File: src/rtl/line_and_command_splitter_defines.svh
// Assertion macros shared by the splitter RTL.
`ifndef LINE_AND_COMMAND_SPLITTER_DEFINES_SVH
`define LINE_AND_COMMAND_SPLITTER_DEFINES_SVH

// Clocked implication checked outside reset.
`define LCS_ASSERT_IMPL(label, ante, cons, msg) \
    label: assert property (@(posedge aclk) disable iff (!aresetn) (ante) |-> (cons)) \
        else $error(msg);

// Clocked next-cycle implication checked outside reset.
`define LCS_ASSERT_NEXT(label, ante, cons, msg) \
    label: assert property (@(posedge aclk) disable iff (!aresetn) (ante) |=> (cons)) \
        else $error(msg);

`endif

File: src/rtl/lcs_pkg.sv
// Constants and types of the line and command splitter.
package lcs_pkg;

    // Sizes
    localparam int DISPLAY_WIDTH = 10;
    localparam int COMMAND_DEPTH = 32;
    localparam int LINE_DEPTH    = 64;

    localparam int CMD_CNT_W  = $clog2(COMMAND_DEPTH);
    localparam int LINE_CNT_W = $clog2(LINE_DEPTH);
    localparam int DISP_IDX_W = (DISPLAY_WIDTH > 1) ? $clog2(DISPLAY_WIDTH) : 1;
    localparam int EMIT_MAX   = (DISPLAY_WIDTH > COMMAND_DEPTH - 1) ?
                                DISPLAY_WIDTH : COMMAND_DEPTH - 1;
    localparam int EMIT_W     = $clog2(EMIT_MAX + 1);

    // Characters
    localparam logic [7:0] CH_CR       = 8'd13;
    localparam logic [7:0] CH_LF       = 8'd10;
    localparam logic [7:0] CH_SPACE    = 8'd32;
    localparam logic [7:0] START_RESET = 8'd94;

    // Register map (byte address bit 2 selects the word)
    localparam logic REG_START_CHAR = 1'b0;

    // Result kinds
    typedef enum logic [1:0] {
        KIND_LINE  = 2'd0,
        KIND_CMD   = 2'd1,
        KIND_EMPTY = 2'd2
    } kind_t;

endpackage

File: src/rtl/line_and_command_splitter.sv
// Top level of the line and command splitter.
//
// Received bytes arrive one per transfer on s_ and are accepted while the block is idle.
// A CR or LF ends the current item: a command then streams out its kept bytes (up to 31)
// or one empty-command marker, and a non-empty text line streams out ten display
// characters padded with spaces; an empty text line produces nothing. Results leave
// through an output register at one per cycle while m_tready stays high, walked by the
// single emit counter over the command and line stores. s_tready is low during emission.
// The start character is written over APB at byte address 0 (reset 0x5E).
module line_and_command_splitter (
    input  logic        aclk,
    input  logic        aresetn,
    // input stream
    input  logic        s_tvalid,
    output logic        s_tready,
    input  logic [7:0]  s_tdata,   // [7:0] rx_byte
    // result stream
    output logic        m_tvalid,
    input  logic        m_tready,
    output logic [7:0]  m_tdata,   // [7:0] out_char
    output logic [1:0]  m_tuser,   // [1:0] result_kind
    output logic        m_tlast,   // last_of_run
    // configuration
    input  logic        psel,
    input  logic        penable,
    input  logic        pwrite,
    input  logic [2:0]  paddr,
    input  logic [31:0] pwdata,
    output logic [31:0] prdata,
    output logic        pready
);

    `include "line_and_command_splitter_defines.svh"

    localparam int CW = lcs_pkg::CMD_CNT_W;
    localparam int LW = lcs_pkg::LINE_CNT_W;
    localparam int DW = lcs_pkg::DISP_IDX_W;
    localparam int EW = lcs_pkg::EMIT_W;

    typedef enum logic [1:0] {
        ST_IDLE = 2'b01,
        ST_EMIT = 2'b10
    } state_t;

    state_t          state_reg, state_next;
    logic [7:0]      start_char_reg;
    logic            cmd_mode_reg, cmd_mode_next;
    logic [CW-1:0]   cmd_count_reg, cmd_count_next;
    logic [LW-1:0]   line_count_reg, line_count_next;
    logic [EW-1:0]   idx_reg, idx_next;
    logic [EW-1:0]   total_reg, total_next;
    logic [EW-1:0]   line_len_reg, line_len_next;
    lcs_pkg::kind_t  kind_reg, kind_next;
    logic            m_valid_reg, m_valid_next;
    logic [7:0]      m_char_reg, m_char_next;
    lcs_pkg::kind_t  m_kind_reg, m_kind_next;
    logic            m_last_reg, m_last_next;

    logic [7:0]      cmd_mem [lcs_pkg::COMMAND_DEPTH-1];
    logic [7:0]      line_mem [lcs_pkg::DISPLAY_WIDTH];
    logic [7:0]      cmd_rd_reg;
    logic [7:0]      line_rd_reg;

    logic            in_fire;
    logic            is_end;
    logic            is_start;
    logic            cmd_wr;
    logic            line_wr;
    logic            cfg_wr;
    logic            emit_fire;
    logic            emit_last;
    logic [7:0]      emit_char;

    assign pready   = 1'b1;
    assign s_tready = (state_reg == ST_IDLE);
    assign in_fire  = s_tvalid && s_tready;
    assign is_end   = (s_tdata == lcs_pkg::CH_CR) || (s_tdata == lcs_pkg::CH_LF);
    assign is_start = !is_end && (s_tdata == start_char_reg);
    assign cfg_wr   = psel && penable && pwrite && pready;

    assign m_tvalid = m_valid_reg;
    assign m_tdata  = m_char_reg;
    assign m_tuser  = m_kind_reg;
    assign m_tlast  = m_last_reg;

    // Read back the start character
    assign prdata = (paddr[2] == lcs_pkg::REG_START_CHAR) ? {24'd0, start_char_reg} : 32'd0;

    // Store plain bytes while there is room
    assign cmd_wr  = in_fire && !is_end && !is_start && cmd_mode_reg &&
                     (cmd_count_reg < CW'(lcs_pkg::COMMAND_DEPTH - 1));
    assign line_wr = in_fire && !is_end && !is_start && !cmd_mode_reg &&
                     (line_count_reg < LW'(lcs_pkg::LINE_DEPTH - 1)) &&
                     ({1'b0, line_count_reg} < (LW + 1)'(lcs_pkg::DISPLAY_WIDTH));

    // Pick the character for the current emit index
    assign emit_last = (idx_reg == total_reg - EW'(1));
    assign emit_fire = (state_reg == ST_EMIT) && (!m_valid_reg || m_tready);

    always_comb begin
        case (kind_reg)
            lcs_pkg::KIND_CMD:  emit_char = cmd_rd_reg;
            lcs_pkg::KIND_LINE: emit_char = (idx_reg < line_len_reg) ? line_rd_reg
                                                                      : lcs_pkg::CH_SPACE;
            default:            emit_char = 8'd0;
        endcase
    end

    // Sequencer: collect bytes, then walk the stores on a line end
    always_comb begin
        state_next      = state_reg;
        cmd_mode_next   = cmd_mode_reg;
        cmd_count_next  = cmd_count_reg;
        line_count_next = line_count_reg;
        idx_next        = idx_reg;
        total_next      = total_reg;
        line_len_next   = line_len_reg;
        kind_next       = kind_reg;
        m_valid_next    = m_valid_reg;
        m_char_next     = m_char_reg;
        m_kind_next     = m_kind_reg;
        m_last_next     = m_last_reg;

        // Drop the output once it is taken
        if (m_valid_reg && m_tready) begin
            m_valid_next = 1'b0;
        end

        case (state_reg)
            ST_IDLE: begin
                idx_next = '0;
                if (in_fire) begin
                    if (is_end) begin
                        if (cmd_mode_reg) begin
                            state_next = ST_EMIT;
                            if (cmd_count_reg == '0) begin
                                kind_next  = lcs_pkg::KIND_EMPTY;
                                total_next = EW'(1);
                            end else begin
                                kind_next  = lcs_pkg::KIND_CMD;
                                total_next = EW'(cmd_count_reg);
                            end
                        end else if (line_count_reg != '0) begin
                            state_next = ST_EMIT;
                            kind_next  = lcs_pkg::KIND_LINE;
                            total_next = EW'(lcs_pkg::DISPLAY_WIDTH);
                            if ({1'b0, line_count_reg} >=
                                (LW + 1)'(lcs_pkg::DISPLAY_WIDTH)) begin
                                line_len_next = EW'(lcs_pkg::DISPLAY_WIDTH);
                            end else begin
                                line_len_next = EW'(line_count_reg);
                            end
                        end
                        cmd_mode_next   = 1'b0;
                        cmd_count_next  = '0;
                        line_count_next = '0;
                    end else if (is_start) begin
                        cmd_mode_next   = 1'b1;
                        cmd_count_next  = '0;
                        line_count_next = '0;
                    end else if (cmd_mode_reg) begin
                        if (cmd_wr) begin
                            cmd_count_next = cmd_count_reg + CW'(1);
                        end
                    end else if (line_count_reg < LW'(lcs_pkg::LINE_DEPTH - 1)) begin
                        line_count_next = line_count_reg + LW'(1);
                    end
                end
            end
            ST_EMIT: begin
                if (emit_fire) begin
                    m_valid_next = 1'b1;
                    m_char_next  = emit_char;
                    m_kind_next  = kind_reg;
                    m_last_next  = emit_last;
                    if (emit_last) begin
                        state_next = ST_IDLE;
                        idx_next   = '0;
                    end else begin
                        idx_next = idx_reg + EW'(1);
                    end
                end
            end
            default: begin
                state_next = ST_IDLE;
            end
        endcase
    end

    // Control registers
    always_ff @(posedge aclk) begin
        if (!aresetn) begin
            state_reg      <= ST_IDLE;
            start_char_reg <= lcs_pkg::START_RESET;
            cmd_mode_reg   <= 1'b0;
            cmd_count_reg  <= '0;
            line_count_reg <= '0;
            idx_reg        <= '0;
            m_valid_reg    <= 1'b0;
        end else begin
            state_reg      <= state_next;
            cmd_mode_reg   <= cmd_mode_next;
            cmd_count_reg  <= cmd_count_next;
            line_count_reg <= line_count_next;
            idx_reg        <= idx_next;
            m_valid_reg    <= m_valid_next;
            if (cfg_wr && (paddr[2] == lcs_pkg::REG_START_CHAR)) begin
                start_char_reg <= pwdata[7:0];
            end
        end
    end

    // Payload registers
    always_ff @(posedge aclk) begin
        total_reg    <= total_next;
        line_len_reg <= line_len_next;
        kind_reg     <= kind_next;
        m_char_reg   <= m_char_next;
        m_kind_reg   <= m_kind_next;
        m_last_reg   <= m_last_next;
    end

    // Stores: write at the fill count, read ahead at the next emit index
    always_ff @(posedge aclk) begin
        if (cmd_wr) begin
            cmd_mem[cmd_count_reg] <= s_tdata;
        end
        cmd_rd_reg <= cmd_mem[idx_next[CW-1:0]];
    end

    always_ff @(posedge aclk) begin
        if (line_wr) begin
            line_mem[DW'(line_count_reg)] <= s_tdata;
        end
        line_rd_reg <= line_mem[idx_next[DW-1:0]];
    end

    // Checks
    `LCS_ASSERT_IMPL(a_emit_in_range, state_reg == ST_EMIT, idx_reg < total_reg,
                     "emit index past run length")
    `LCS_ASSERT_IMPL(a_empty_single, state_reg == ST_EMIT && kind_reg == lcs_pkg::KIND_EMPTY,
                     total_reg == EW'(1), "empty command run longer than one result")
    `LCS_ASSERT_NEXT(a_last_ends_run, emit_fire && emit_last,
                     state_reg == ST_IDLE && m_valid_reg && m_last_reg,
                     "run did not end on its last result")
    `LCS_ASSERT_IMPL(a_no_store_in_emit, state_reg == ST_EMIT, !cmd_wr && !line_wr,
                     "store written during emission")

endmodule

File: config.mk
export PLATFORM = sky130hd
export DESIGN_NAME = line_and_command_splitter
export DESIGN_NICKNAME = d
export VERILOG_FILES = /design/src/rtl/lcs_pkg.sv /design/src/rtl/line_and_command_splitter.sv
export VERILOG_INCLUDE_DIRS = /design/src /design/src/rtl
export SDC_FILE = /design/constraint.sdc
export NUM_CORES = 1
export LEC_CHECK = 0
export ABC_AREA = 0
export BUFFER_PORTS_ARGS = -buffer_cell sky130_fd_sc_hd__buf_2
export CAP_MARGIN = 20
export CORE_MARGIN = 3
export CORE_UTILIZATION = 40
export CTS_CLUSTER_DIAMETER = 80
export DETAILED_ROUTE_END_ITERATION = 12
export PLACE_DENSITY = 0.61
export SLEW_MARGIN = 20
export SYNTH_ARGS = -nofsm -noshare
export SYNTH_HDL_FRONTEND = slang
export SYNTH_SLANG_ARGS = --single-unit
File: constraint.sdc
create_clock -name aclk -period 8 [get_ports aclk]
set_clock_uncertainty 0.15 [all_clocks]
set_input_delay 1.2 -clock aclk [delete_from_list [all_inputs] [get_ports aclk]]
set_output_delay 1.2 -clock aclk [all_outputs]
set_load 0.005 [all_outputs]
==> impl_metrics.toml, run 1 <==
[synthesis]
seq_area_frac_synth_pct = 69.33
synth.largest_area_cell = "edfxtp_1"
synth-main-ff-cell = "edfxtp_1"
synth_area_um2 = 16470
yosysWarningCount = 0
synth.top_cell.area_share_pct = 63.98
synthCells = 1280
synth-edff-count = 351
synth_seq_cells = 395
netlist-cell-type-count = 66
synth_top_cells_by_area = "edfxtp_1, nand2_1, dfxtp_1"
async_flop_share_pct = 0
syn_area_per_cell_um2 = 12.87

[clock_network]
cts_max_level = 2
clock_sink_count = 395
ctsHoldBuffers = 0
cts_resized = 0
cts_tree = "done"
clk_pin_slew_ns = 0.06
cts.root.buffer_cell = "clkbuf_16"
post_cts.repair.setup_buffers = 0
tritoncts.num_buffers = 41
cts_max_path_buffers = 3
clock_insertion_delay_worst_skew_ns = 0.55

[cells_and_area]
biggestRegsByFlops = "cmd_mem: 248 flops, line_mem: 80 flops"
num-nets-final = 1379
fin_cells = 1870
syn2layout_area_growth_pct = 11.61
fillers = 3561
finalCoreUtilization_pct = 45.75
multi_input_comb_area_um2 = 4521
max_reg_flops = 248
regMostFlops = "cmd_mem"
register_area_um2 = 11420
drive_gt1_share_pct = 10.27

[global_route]
antenna_found_initial = 1
maximum_number_of_pins_on_one_net_before_global_route_repair = 69
grt-ovfl-total = 0
grt_usage_pct = 17.00
via_count_of_the_first_global_routing_pass = 9818
grt_pass1_wl_um = 57540

[status]
status = "completed"

[critical_path]
critical_path_class = "flop to flop"
cp.required_ns = 8.20
launching_element_type_of_the_critical_path = "flop"
cell_family_with_the_largest_share_of_critical_path_delay = "compound AO/OA/AOI/OAI gates"
r2r_cells = 12
critical_path_peak_fanout = 57
worst-endpoint-arrival_ns = 4.85
setup.worst_path.end_class = "flop"
cp_slowest_stage_delay_ns = 0.75
worst_r2r_setup_slack_ns = 3.35
cp_num_buf_inv = 2
cp_cell_sequence = "inv_1 -> ha_1 -> nor4bb_1 -> o211ai_1 -> a311oi_4 -> o311a_4 -> buf_4 -> mux4_1 -> mux2i_1 -> nand2_1 -> o31ai_1 -> a22oi_1"
critPathSlowestCell = "o311a_4"
instance_count_on_the_critical_path = 12

[sta]
period_minus_slack_ns = 4.653
tns_ns = 0
worst_slew_margin_rel_pct = 34.05
layout_setup_ws_ns = 3.347
drv_slew = 0
hold_viol_final = 0
setup_viol_count_final = 0
period_share_pct = 58.17
hold_ws_ns = 0.3427
timing.fmax_mhz = 214.9
rsz_0062_raised_after_global_routing = "false"
timing_worst_slew_pin_value_ns = 0.9846

[min_path]
holdPathStages = 2
worst_hold_path_type = "flop to flop"

[power]
cell_internal_pwr_w = 0.003441
combinationalPowerShare_pct = 1.8
cellLeakagePower_nw = 6.346
switching_share_pct = 19.49
sequentialPowerShare_pct = 52.8
power.net_switching_w = 0.0008327
worst_ir_drop_vdd_v = 0.0001363
power_per_cell_area_nw_per_um2 = 232.4
clockPowerShare_pct = 45.4

[flow_run]
cap_viol_max_count = 0

[floorplanning]
floorplan.die.width_um = 208.9
core-area_um2 = 40190
floorplan.initialDensity_pct = 40.99
row_count = 73
dieArea_um2 = 43650
floorplan.die.height_um = 208.9
io_pins = 96

[placed_design]
portBuffers = 44
place_inst = 1794
dp.final_hpwl_um = 22160
routabilityCongestion = 0.7896
preCtsSetupSlack_ns = 3.235

[routing]
dr.pass1.iters = 5
routed-via-count = 10004
detail_route.iter0.violations = 877
route.final.wire_length_um = 37650
ant_nets = 0
wire_per_inst_um = 20.14
route.detailed.drc = 0
post_drt_via_cell_ratio = 5.350
[area by class of cell]
| type | instances | area share, % |
|---|---|---|
| diodes | 1 | 0.01361 |
| multi-input cells | 799 | 24.59 |
| repair buffers | 61 | 1.892 |
| flip-flops and latches | 395 | 62.12 |
| inverters | 14 | 0.2858 |
| clock buffers | 57 | 6.465 |
| clock inverters | 18 | 1.062 |
| well taps | 525 | 3.573 |
[kinds of logic after synthesis]
family / count (synthesis) / synth area share [%]
other: 2 / 0.04559
buffers and inverters: 110 / 4.056
xor gates and xnor gates: 19 / 1.010
and+or+nand+nor: 539 / 14.79
adders and majority gates: 17 / 1.291
DFF: 395 / 69.33
AOI/OAI and AO/OA: 177 / 8.028
muxes: 21 / 1.451
[synth_stat cells, types with 19 or more instances]
library cell,count
a311oi_1,20
a31oi_1,40
and2_1,27
and3_1,41
buf_2,24
buf_4,34
clkbuf_1,23
dfxtp_1,44
edfxtp_1,351
mux2i_1,19
nand2_1,295
nand3_1,57
nor2_1,56
nor2b_1,20
[per-stage QoR]
stage	area [µm²]	total power (W)
2_1_floorplan	16560	0.002338
3_3_place_gp	17000	0.002377
3_5_place_dp	17000	0.002380
4_1_cts	18380	0.004307
5_1_grt	18380	0.004387
6_report	18390	0.004273
[power groups by stage]
stage | Clock [W] | Combinational, W | Sequential (W)
3_5_place_dp | 0 | 0.0000778 | 0.00230
4_1_cts | 0.00197 | 0.0000779 | 0.00226
3_3_place_gp | 0 | 0.0000760 | 0.00230
5_1_grt | 0.00204 | 0.0000858 | 0.00226
6_report | 0.00194 | 0.0000767 | 0.00226
2_1_floorplan | 0 | 0.0000374 | 0.00230
[worst paths after layout]
| path | startpoint | end |
|---|---|---|
| min | start_char_reg[7] | start_char_reg[7] |
| max reg2reg | total_reg[0] | cmd_rd_reg[0] |
| min reg2reg | start_char_reg[7] | start_char_reg[7] |
| max | total_reg[0] | cmd_rd_reg[0] |
[cell usage in the layout, fill, tap and decap left out, types with 5 or more instances in the layout]
cell	instances
edfxtp_1	351
nand2_1	295
nand3_1	57
nor2_1	56
dfxtp_1	44
buf_2	44
clkbuf_16	43
and3_1	41
a31oi_1	40
and2_1	27
conb_1	26
a311oi_1	20
nor2b_1	20
mux2i_1	19
a21oi_1	17
ha_1	17
buf_4	17
o22ai_1	15
o2111ai_1	14
inv_1	14
o21ai_0	13
a211oi_1	13
nor3_1	12
xnor2_1	12
clkbuf_1	8
o311ai_1	7
a22o_1	7
xor2_1	7
nand4_1	6
clkbuf_8	6
a21boi_0	5
clkinv_2	5
clkinv_1	5
[routing by layer]
metal	vias to the layer above	part of all wire [%]	GRT usage, %
met5	-	0	0
met4	0	2.6	5.520
met3	69	6.0	3.078
met2	291	47	27.94
met1	4924	44	23.04
li1	4720	-	-
[worst register-to-register path, cell delays in order (launching register included)]
cell	delay [ns]
edfxtp_1	0.43
inv_1	0.08
ha_1	0.17
nor4bb_1	0.29
o211ai_1	0.16
a311oi_4	0.70
o311a_4	0.76
buf_4	0.58
mux4_1	0.63
mux2i_1	0.16
nand2_1	0.11
o31ai_1	0.09
a22oi_1	0.15
No activity file was read; power rests on OpenSTA's default activity.
==> inputs of run 2 (changes only) <==
PLACE_DENSITY = 0.63   (was 0.61)
clock period = 3.79 ns   (was 8 ns; I/O delays follow)
==> run 2 against run 1 <==
Compared with the run above: sequential power increased by 110%; global-route usage increased by 0.059 points; cell count increased by 2.4%; routed wire length increased by 0.58%; first-iteration DRC count increased by 6.3%; sequential share of layout area decreased by 1.2 points; critical endpoint unchanged; highest routed layer unchanged.
==> impl_metrics.toml, run 2 (synthesis results as in run 1) <==
[routing]
detail_route.iter0.violations = 932
dr.pass1.iters = 7
wire_per_inst_um = 19.78
ant_nets = 0
wl_met2_um = 17360
route.final.wire_length_um = 37870
routed-via-count = 10106
wirelength_met1_um = 17150
top_signal_layer_used = "met4"
met3_wirelength_um = 2604
post_drt_via_cell_ratio = 5.277
route.detailed.drc = 0

[sta]
setup_viol_count_final = 0
hold_viol_final = 0
drv_slew = 0
worst_slew_margin_rel_pct = 43.60
timing.fmax_mhz = 281.9
tns_ns = 0
period_minus_slack_ns = 3.547
period_share_pct = 93.60
timing_worst_slew_pin_value_ns = 0.8442
rsz_0062_raised_after_global_routing = "false"

[critical_path]
cp.required_ns = 4.08
cell_family_with_the_largest_share_of_critical_path_delay = "compound AO/OA/AOI/OAI gates"
r2r_cells = 12
cp_num_buf_inv = 3
endpoint = "cmd_rd_reg[0]"
instance_count_on_the_critical_path = 12
cp_cell_sequence = "inv_1 -> ha_1 -> nor4bb_1 -> o211ai_1 -> a311oi_4 -> buf_4 -> o311a_4 -> buf_4 -> mux2i_1 -> a2111oi_1 -> a211oi_1 -> a22oi_1"
cp_slowest_stage_delay_ns = 0.52
critPathSlowestCell = "a2111oi_1"
launching_element_type_of_the_critical_path = "flop"
timing.critical_path.from = "total_reg[0]"
critical_path_peak_fanout = 30
setup.worst_path.end_class = "flop"
rr_endpoint = "cmd_rd_reg[0]"
timing.critical_path.mode_cell = "buf_4"
worst_r2r_setup_slack_ns = 0.24
crit-reg2reg-launch = "total_reg[0]"
worst-endpoint-arrival_ns = 3.84
critical_path_class = "flop to flop"

[cells_and_area]
fin_cells = 1915
drive_gt1_share_pct = 13.09
n_antenna_cell = 0
regMostFlops = "cmd_mem"
commonest_non_fill_non_tap_cells_in_the_layout = "edfxtp_1, nand2_1, buf_4"
biggestRegsByFlops = "cmd_mem: 248 flops, line_mem: 80 flops"
syn2layout_area_growth_pct = 13.83
mostFrequentLayoutCell = "edfxtp_1"
finalCoreUtilization_pct = 46.66
max_reg_flops = 248
num-nets-final = 1428
fillers = 3522

[power]
power_per_cell_area_nw_per_um2 = 473.5
cellLeakagePower_nw = 6.592
worst_ir_drop_vdd_v = 0.0002877
clockPowerShare_pct = 44.4
combinationalPowerShare_pct = 1.9
switching_share_pct = 19.55
power.net_switching_w = 0.001736
cell_internal_pwr_w = 0.007142
sequentialPowerShare_pct = 53.7

[flow_run]
cap_viol_max_count = 0

[clock_network]
cts_max_level = 2
ctsHoldBuffers = 0
clk_pin_slew_ns = 0.06
tritoncts.num_buffers = 40
clock_sink_count = 395
cts.root.buffer_cell = "clkbuf_16"
cts_resized = 0
cts_max_path_buffers = 3
cts_tree = "done"
post_cts.repair.setup_buffers = 0
clock_insertion_delay_worst_skew_ns = 0.54

[floorplanning]
dieArea_um2 = 43650
floorplan.initialDensity_pct = 40.99
row_count = 73
core-area_um2 = 40190
floorplan.die.height_um = 208.9
floorplan.die.width_um = 208.9
io_pins = 96

[global_route]
via_count_of_the_first_global_routing_pass = 9583
grt-ovfl-total = 0
antenna_found_initial = 0
maximum_number_of_pins_on_one_net_before_global_route_repair = 61
grt_pass1_wl_um = 57620
grt_usage_pct = 17.06

[placed_design]
place_inst = 1844
dp.final_hpwl_um = 24740
portBuffers = 44
routabilityCongestion = 0.8611

[min_path]
worst_hold_path_type = "input port to flop"

[status]
status = "completed"
==> run 2: cell count changes in the layout (fill, tap and decap cells not counted), sizes merged <==
cell / delta
buf: +50
clkinvlp: -1
clkbuf: -3
diode: -1
==> run 2: metal layers <==
metal | global-route usage, % | vias to the layer above
met5 | 0 | -
met4 | 4.827 | 0
met3 | 2.912 | 51
met2 | 26.47 | 320
met1 | 24.93 | 4916
li1 | - | 4819
==> run 2: layout make-up <==
cell class | count | area, µm² | share of cell area (%)
Multi-Input combinational cell | 799 | 4521 | 24.11
Clock buffer | 54 | 1116 | 5.952
Clock inverter | 17 | 198.9 | 1.061
Timing Repair Buffer | 111 | 785.8 | 4.190
Sequential cell | 395 | 11420 | 60.91
Tap cell | 525 | 656.9 | 3.503
Inverter | 14 | 52.55 | 0.2802
==> run 2: tightest hold or removal path, delay by kind of cell <==
family / cells / cell delay, ns
simple gates: 2 / 0.11
buf+inv: 1 / 0.07
==> run 2: worst min path at each step <==
stage | from | endpoint | slack (ns) | cells past startpoint
after global placement | start_char_reg[0] | start_char_reg[0] | 0.33 | 2
final | pwdata[3] | start_char_reg[3] | 0.09 | 3
after detailed placement | start_char_reg[0] | start_char_reg[0] | 0.33 | 2
after floorplan | kind_reg[0] | m_tuser[0] | 0.31 | 0
after global routing | pwdata[2] | start_char_reg[2] | 0.08 | 3
after CTS | pwdata[3] | start_char_reg[3] | 0.06 | 3
==> run 2: through the flow <==
stage	hold WS, ns	total power, W	cell area, µm²	setup slack, ns
after global routing	0.07973	0.009133	18750	0.007345
after global placement	0.3292	0.005026	17440	0.3494
after detailed placement	0.3327	0.005031	17440	0.2889
after CTS	0.06176	0.008950	18750	0.2805
final	0.08722	0.008878	18750	0.2427
after floorplan	0.3080	0.004935	16560	0.7990
==> run 2: power by group through the flow <==
stage | sequential, W | combinational (W) | clock (W)
3_5_place_dp | 0.00486 | 0.000173 | 0
3_3_place_gp | 0.00486 | 0.000169 | 0
4_1_cts | 0.00477 | 0.000173 | 0.00401
5_1_grt | 0.00476 | 0.000188 | 0.00418
6_report | 0.00477 | 0.000170 | 0.00394
2_1_floorplan | 0.00486 | 0.0000790 | 0
